[config.mk]
export PLATFORM = sky130hd
export DESIGN_NAME = dcwt_ctrl
export DESIGN_NICKNAME = d
export VERILOG_FILES = /design/src/dcwt_pkg.sv /design/src/dcwt_ctrl.sv
export SDC_FILE = /design/constraint.sdc
export NUM_CORES = 1
export LEC_CHECK = 0
export ABC_AREA = 1
export BUFFER_PORTS_ARGS = -buffer_cell sky130_fd_sc_hd__buf_2
export CAP_MARGIN = 15
export CELL_PAD_IN_SITES_DETAIL_PLACEMENT = 0
export CELL_PAD_IN_SITES_GLOBAL_PLACEMENT = 1
export CORE_AREA = 2 2 39 41
export CTS_BUF_LIST = sky130_fd_sc_hd__clkbuf_4 sky130_fd_sc_hd__clkbuf_8
export DETAILED_ROUTE_END_ITERATION = 10
export DIE_AREA = 0 0 41 43
export MAX_ROUTING_LAYER = met4
export PLACE_DENSITY_LB_ADDON = 0.1
export SYNTH_ARGS = -nofsm -noshare
export SYNTH_HDL_FRONTEND = slang
export SYNTH_SLANG_ARGS = --single-unit
[constraint.sdc]
create_clock -name clock -period 0.9 [get_ports clock]
set_input_delay 0.18 -clock clock [delete_from_list [all_inputs] [get_ports clock]]
set_output_delay 0.18 -clock clock [all_outputs]
set_load 0.02 [all_outputs]
[src/dcwt_pkg.sv]
package dcwt_pkg;

   // fixed field widths
   localparam int unsigned ACTW  = 3;
   localparam int unsigned CIDW  = 6;
   localparam int unsigned CNTW  = 16;
   localparam int unsigned TGTW  = 15;
   localparam int unsigned FIBW  = 7;
   localparam int unsigned THRW  = 4;
   localparam int unsigned STW   = 3;
   localparam int unsigned ENTW  = TGTW + FIBW + 1 + THRW;

   // action codes
   localparam logic [ACTW-1:0] ACT_ACQUIRE     = 3'd0;
   localparam logic [ACTW-1:0] ACT_RELEASE     = 3'd1;
   localparam logic [ACTW-1:0] ACT_RELEASE_TGT = 3'd2;
   localparam logic [ACTW-1:0] ACT_ADD         = 3'd3;
   localparam logic [ACTW-1:0] ACT_WAIT        = 3'd4;

   // status codes
   localparam logic [STW-1:0] ST_OK         = 3'd0;
   localparam logic [STW-1:0] ST_NO_COUNTER = 3'd1;
   localparam logic [STW-1:0] ST_SLOTS_FULL = 3'd2;
   localparam logic [STW-1:0] ST_OFF_TARGET = 3'd3;
   localparam logic [STW-1:0] ST_ZERO_AMT   = 3'd4;
   localparam logic [STW-1:0] ST_MUST_WAIT  = 3'd5;

   // result kinds
   localparam logic KIND_DONE = 1'b0;
   localparam logic KIND_WAKE = 1'b1;

   typedef struct packed {
      logic clr_en;
      logic load;
      logic exec;
      logic scan_en;
   } cmd_type;

   typedef struct packed {
      logic clr_last;
      logic go_scan;
      logic scan_end;
   } sts_type;

endpackage

[src/dcwt_ctrl.sv]
module dcwt_ctrl (
   input  logic              clock,
   input  logic              reset,
   input  logic              start,
   output logic              busy,
   input  dcwt_pkg::sts_type sts,
   output dcwt_pkg::cmd_type cmd
);

   typedef enum logic [3:0] {
      S_CLEAR = 4'b0001,
      S_IDLE  = 4'b0010,
      S_EXEC  = 4'b0100,
      S_SCAN  = 4'b1000
   } state_type;

   state_type state_ff, state_in;

   always_ff @(posedge clock) begin
      if (reset) begin
         state_ff <= S_CLEAR;
      end else begin
         state_ff <= state_in;
      end
   end

   always_comb begin
      state_in    = state_ff;
      cmd         = '0;
      unique case (state_ff)
         S_CLEAR: begin
            cmd.clr_en = 1'b1;
            if (sts.clr_last) state_in = S_IDLE;
         end
         S_IDLE: begin
            cmd.load = start;
            if (start) state_in = S_EXEC;
         end
         S_EXEC: begin
            cmd.exec = 1'b1;
            state_in = sts.go_scan ? S_SCAN : S_IDLE;
         end
         S_SCAN: begin
            cmd.scan_en = 1'b1;
            if (sts.scan_end) state_in = S_IDLE;
         end
         default: state_in = S_CLEAR;
      endcase
   end

   assign busy = (state_ff != S_IDLE);

endmodule

======== Yosys cells after proc, flatten, opt, wreduce, memory -nomap -nowiden ========
Index checks and enable logic that the tools add are counted.
cells by class
  reductions and logical operators ........ 1
  equal/unequal tests ..................... 8
  multipliers ............................. 0
  mux-type cells .......................... 9
  add/subtract/negate cells ............... 0
  shift operators ......................... 0
  div/mod/pow operators ................... 0
  order comparisons ....................... 0
  bitwise gates (word level) .............. 0
operators by type and width
  operator              number
  $mux W4               4
  $pmux W4 S4           1
  $ne A2 B2 Y1 const B  3
  $eq A4 B1 Y1 const B  1
  $eq A4 B2 Y1 const B  1
  $eq A4 B3 Y1 const B  1
  $eq A4 B4 Y1 const B  1
  $mux W1               4
  $ne A4 B2 Y1 const B  1
  $reduce_and A3 Y1     1
word-level totals
  register bits ........................... 4
  bits in writable memories ............... 0
  memories kept ........................... 0
  bits in latches ......................... 0
  word-level logic and storage cells ...... 19
  input bits .............................. 6
  ROM bits ................................ 0

======== Logic depth before layout (Yosys ltp) ========
Gate-level depths: netlist of run 1.
  depth in word-level cells ............... 3
  mapped depth ............................ 6
  depth with buffers taken out ............ 6

======== Worst setup path before layout of run 1 ========
No wires, ideal clock.
  path type ............................... reg-to-output
  start point ............................. reg state_ff[1]
  end point ............................... out cmd[2] in the netlist's numbering
  path slack .............................. -0.291 ns
  data required time ...................... 0.720 ns
  data arrival time ....................... 1.011 ns
  cell stages (with the launch flop) ...... 5
  cell sequence ........................... dfxtp_1 inv_1 nor2_1 nand2_1 nor2_1
RTL lines
  element                 line             RTL
  start, declared         dcwt_ctrl.sv:17  state_type state_ff, state_in;
  start signal, assigned  dcwt_ctrl.sv:23  state_ff <= state_in;
  end, declared           dcwt_ctrl.sv:7   output dcwt_pkg::cmd_type cmd

==> flow_summary_export.csv, run 1 <==
group,metric,value,unit
worst_hold_path,min_path_cells,2,
clock_network,htree_num_levels,1,
routing,drc,0,
floorplanning,die_area,0.00176,mm²
synth,synth_top_area_share,32.5,%
run_status,failed_checks,"negative setup slack",
worst_hold_path,hp-start,"reset",
synth,synth-xor-area-share,0,%
critical_path,r2r_cells,7,
timing,layout_min_cycle_time,1.19,ns
synth,synthMostInstantiatedCell,"inv_1",
final_layout,final_util,34.6,%
critical_path,r2r_start,"state_ff[1]",
critical_path,cp-startpoint,"state_ff[1]",
timing,period_share,132,%
job,cap_violations,0,
clock_network,clockBufferDepth,2,
run_status,run_status,"complete, but fails checks",
worst_hold_path,worstHoldPathType,"primary input to register",
critical_path,cp-start-kind,"register",
critical_path,critPathCaptureType,"primary output",
placement,gp_congestion,0.718,
placement,dp_hpwl,528,µm
synth,netlist_area,246,µm²
final_layout,top_register,"state_ff",
final_layout,largestRegisters,"state_ff: 4 flops",
critical_path,cp.arrival,1.01,ns
routing,ant_nets,0,
synth,synthCells,41,
critical_path,path_max_fanout,3,
synth,synth_cell_type_count,10,
synth,synth_area_leaders,"dfxtp_1 (32%), inv_1 (17%), nand3_1 (16%), nor2_2 (13%), nand2_1 (7.6%)",
worst_hold_path,holdPathEnd,"state_ff[3]",
synth,yosysWarnings,0,
clock_network,cts_buffers,3,
synth,synth_common_cells,"inv_1 (11), nand3_1 (8), nand2_1 (5), nor2_2 (5)",
final_layout,n_antenna_cell,0,
synth,syn_nets,47,
global_route,grt_overflow,0,
timing,fin_worst_skew,0.00251,ns
synth,synth_edf_count,0,
routing,viasPerCell,4.08,
synth,yosys.area_share.adder,0,%
synth,synthArstFlopShare,0,%
timing,finalSetupViolCount,9,
synth,synth_seq_cells,4,
power,power_density,1540,mW/mm²
floorplanning,row_count,14,
routing,num_vias,310,
floorplanning,io_pins,11,
clock_network,cts_hold_buf,0,
timing,relSlewSlack,88.9,%
synth,synth_flop_cell,"dfxtp_1",
placement,post_dp_cell_area,360,µm²
critical_path,crit_required,0.72,ns
placement,portBuffers,10,
routing,firstDrtPassIters,2,
floorplanning,die-width,41,µm
timing,setup_ws,-0.290,ns
critical_path,path_class,"register to primary output",
routing,drtIter0Drc,5,
final_layout,largest_register_ffs,4,
final_layout,drive_gt1_share,68.3,%
clock_network,path_clk_slew,0.03,ns
power,fin_total_pwr,739,µW
synth,synth_mux_area_share,0,%
timing,finalHoldViolations,0,
timing,worstMarginPinSlew,0.166,ns
clock_network,cts_tree,"yes",
final_layout,final_cell_area,479,µm²
timing,rsz0062_at_grt,"yes",
routing,routedWlPerCell,8.38,µm
final_layout,synthToLayoutAreaGrowth,94.4,%
clock_network,clock-root-buffer,"clkbuf_4",
power,p_leak,0.236,nW
synth,synth_top_family_by_area,"simple AND/OR/NAND/NOR gates",
synth,syn_avg_cell_area,6.01,µm²
power,ir_drop,1010,µV
synth,ys_seq_area_share,32.5,%
global_route,grt_pass1_vias,319,
critical_path,rr_endpoint,"state_ff[0]",
clock_network,clock_latency,0.23,ns
synth,synth_compound_area_share,2.03,%
clock_network,cts_sinks,4,
global_route,grt_start_max_net_pins,5,
final_layout,final_nets,68,
routing,wl,637,µm
timing,max_freq,840,MHz
global_route,antenna_found_initial,0,
synth,synth-simple-area-share,47.2,%
global_route,grt_pass1_wl,1.15,mm
floorplanning,core_area,0.00138,mm²
timing,totalNegativeSetupSlack,-1.79,ns
placement,place_inst,69,
timing,slew_viol_final,0,
floorplanning,dieHeight,43,µm
final_layout,fin_cells,76,
synth,yosysTopAreaCell,"dfxtp_1",
critical_path,ff2ff_setup_slack,-0.20,ns
global_route,grt_usage,10.2,%
floorplanning,start_util,17.8,%
==> per-layer routing <==
metal  part of all wire [%]  GRT usage (%)
met1                     41           11.5
met2                     57           14.1
met3                    1.9           6.28
met4                      0           4.00
met5                      0              -
==> per-stage QoR <==
stage | hold slack, ns | setup slack (ns)
final | 0.145 | -0.290
after global routing | 0.139 | -0.361
after CTS | 0.141 | -0.294
after detailed placement | 0.387 | -0.172
after global placement | 0.390 | -0.161
after floorplan | 0.249 | -0.0425
==> power by group <==
part / leakage (nW) / internal [mW] / total (mW) / switching (mW)
sequential: 0.0351 / 0.203 / 0.234 / 0.0317
clock: 0.0138 / 0.148 / 0.212 / 0.0638
combinational: 0.187 / 0.141 / 0.293 / 0.152
==> kinds of logic after synthesis <==
group,Yosys count
AND/OR/NAND/NOR,24
buffers and inverters,12
flip-flops,4
AO/OA/AOI/OAI,1
==> worst max-delay path, cell delays in order, from the launching register on <==
cell     delay [ns]
dfxtp_4        0.36
inv_2          0.05
nor2_4         0.10
nand2_4        0.08
nor2_4         0.08
buf_6          0.12
==> worst max-delay path by stage <==
stage          cells past startpoint     end  slack [ns]
2_1_floorplan                      4  cmd[2]       -0.04
3_3_place_gp                       5  cmd[3]       -0.16
3_5_place_dp                       5  cmd[3]       -0.17
4_1_cts                            5  cmd[2]       -0.29
5_1_grt                            5  cmd[3]       -0.36
6_report                           5  cmd[2]       -0.29
==> cells in the final DEF, fill, tap and decap left out <==
cell type  instances
buf_6              5
buf_2              5
nor3_2             1
nand2_2            1
inv_1              7
nand2_1            3
nand3_1            8
buf_4              6
nand2_4            1
clkbuf_4           3
nor2_4             4
a21oi_2            1
dfxtp_4            4
nor2_2             5
nand4_1            1
inv_2              5
==> cell type report <==
type | count | area [µm²]
tap | 16 | 20.0
fill | 155 | 905
multi-input combinational | 25 | 170
clock buffer | 3 | 22.5
inverter | 12 | 45.0
sequential | 4 | 95.1
timing repair buffer | 16 | 126
==> timing repair <==
action,CTS,global route
gates cloned,0,0
pin swaps,5,0
setup buffers,4,0
endpoints found under the setup margin,9,9
resized for setup,20,5
Power figures use the tool's default switching activity.
==> inputs of run 2 (changes only) <==
--- a/config.mk
+++ b/config.mk
@@ -19,3 +19,4 @@
 export SYNTH_ARGS = -nofsm -noshare
 export SYNTH_HDL_FRONTEND = slang
 export SYNTH_SLANG_ARGS = --single-unit
+export TNS_END_PERCENT = 5
==> run 2 against run 1 <==
Effect of this change: the run still ends with negative setup slack left; register-to-register slack about the same; clock-buffer cell count is the same; cell count unchanged; largest power group unchanged.
==> flow_summary_export.csv, run 2 (synthesis results as in run 1) <==
group,metric,value,unit
run_status,run_status,"complete, but fails checks",
run_status,failed_checks,"negative setup slack",
timing,rsz0062_at_grt,"yes",
placement,dp_hpwl,528,µm
routing,num_vias,310,
critical_path,crit_family,"flip-flops",
timing,finalHoldViolations,0,
routing,ant_nets,0,
job,cap_violations,0,
final_layout,fin_cells,76,
floorplanning,row_count,14,
critical_path,crit_required,0.72,ns
global_route,grt_pass1_wl,1.11,mm
timing,layout_min_cycle_time,1.19,ns
final_layout,final_nets,68,
global_route,antenna_found_initial,0,
placement,place_inst,69,
critical_path,crit_chain,"nor2_4 -> nand2_4 -> nor2_4 -> buf_6",
worst_hold_path,hp-start,"reset",
timing,max_freq,839,MHz
final_layout,ff_latch_area,95.1,µm²
critical_path,path_max_fanout,3,
power,power_density,1560,mW/mm²
placement,portBuffers,10,
clock_network,clock-root-buffer,"clkbuf_4",
routing,firstDrtPassIters,2,
timing,worstMarginPinSlew,0.156,ns
critical_path,crit_top_cell,"nor2_4",
global_route,grt_pass1_vias,307,
critical_path,r2r_start,"state_ff[3]",
routing,viasPerCell,4.08,
timing,finalSetupViolCount,8,
clock_network,clockBufferDepth,2,
routing,drtIter0Drc,5,
global_route,grt_usage,9.85,%
power,ir_drop,1010,µV
floorplanning,die_area,0.00176,mm²
final_layout,largest_register_ffs,4,
clock_network,cts_hold_buf,0,
placement,gp_congestion,0.718,
clock_network,cts_sinks,4,
final_layout,drive_gt1_share,63.3,%
timing,totalNegativeSetupSlack,-1.82,ns
final_layout,n_antenna_cell,0,
timing,relSlewSlack,89.6,%
power,p_leak,0.234,nW
clock_network,cts_tree,"yes",
final_layout,final_util,33.5,%
final_layout,n_fill_cell,153,
final_layout,synthToLayoutAreaGrowth,88.3,%
clock_network,path_clk_slew,0.04,ns
critical_path,critPathCaptureType,"primary output",
floorplanning,die-width,41,µm
timing,setup_ws,-0.292,ns
clock_network,clock_latency,0.23,ns
critical_path,crit_slowest_cell,"dfxtp_4",
floorplanning,start_util,17.8,%
timing,slew_viol_final,0,
global_route,grt_overflow,0,
worst_hold_path,worstHoldPathType,"primary input to register",
routing,drc,0,
routing,wl,630,µm
final_layout,layout_common_cells,"inv_1 (9), nand3_1 (8), buf_4 (7), buf_2 (6)",
critical_path,cp.arrival,1.01,ns
final_layout,layout.cells.most_common,"inv_1",
final_layout,top_register,"state_ff",
floorplanning,io_pins,11,
clock_network,htree_num_levels,1,
floorplanning,core_area,0.00138,mm²
critical_path,critical_path_buf_inv_count,1,
critical_path,slowest_delay,0.35,ns
timing,period_share,132,%
global_route,grt_start_max_net_pins,5,
placement,dp_worst_setup_slack,-0.172,ns
timing,fin_worst_skew,0.00258,ns
final_layout,multiInputGateArea,165,µm²
critical_path,path_class,"register to primary output",
final_layout,largestRegisters,"state_ff: 4 flops",
critical_path,cp-startpoint,"state_ff[3]",
critical_path,cp-start-kind,"register",
floorplanning,dieHeight,43,µm
clock_network,cts_buffers,3,
routing,routedWlPerCell,8.29,µm
==> run 2: cell counts in the layout (fill, tap and decap cells not counted) <==
No cell type changed its count.
==> run 2: what timing repair did <==
action / 4_1_cts / 5_1_grt
buffers inserted: 4 / 0
cloned: 0 / 0
endpoints found under the setup margin: 9 / 9
pin swaps: 4 / 3
gates resized for setup: 16 / 3
==> run 2: metrics by stage <==
stage          hold slack, ns  power, mW  instance area, µm²
2_1_floorplan           0.249      0.385                 275
3_3_place_gp            0.390      0.449                 360
3_5_place_dp            0.387      0.450                 360
4_1_cts                 0.133      0.742                 455
5_1_grt                 0.129      0.803                 464
6_report                0.139      0.726                 464
==> run 2: cell type report <==
type                            instances  area share, %
Inverter                               12           9.70
Sequential cell                         4           20.5
Tap cell                               16           4.31
Multi-Input combinational cell         25           35.6
Timing Repair Buffer                   16           25.1
Clock buffer                            3           4.85
==> run 2: per-layer routing <==
| metal | wire (µm) | vias to the layer above | GRT usage (%) |
|---|---|---|---|
| li1 | - | 166 | - |
| met1 | 264 | 139 | 10.8 |
| met2 | 353 | 5 | 13.8 |
| met3 | 12 | 0 | 6.28 |
| met4 | 0 | 0 | 4.00 |
| met5 | 0 | - | - |
==> run 2: power by group <==
group	leakage, nW	total [mW]	internal [mW]	switching (mW)
logic	0.186	0.280	0.133	0.147
registers	0.0351	0.234	0.203	0.0317
clock network	0.0138	0.212	0.148	0.0635
==> run 2: worst paths after layout <==
path | to | slack (ns) | cells past startpoint
hold reg to reg | state_ff[0] | 0.64 | 3
hold / removal | state_ff[3] | 0.14 | 2
setup / recovery | cmd[2] | -0.29 | 4
setup reg to reg | state_ff[0] | -0.19 | 6
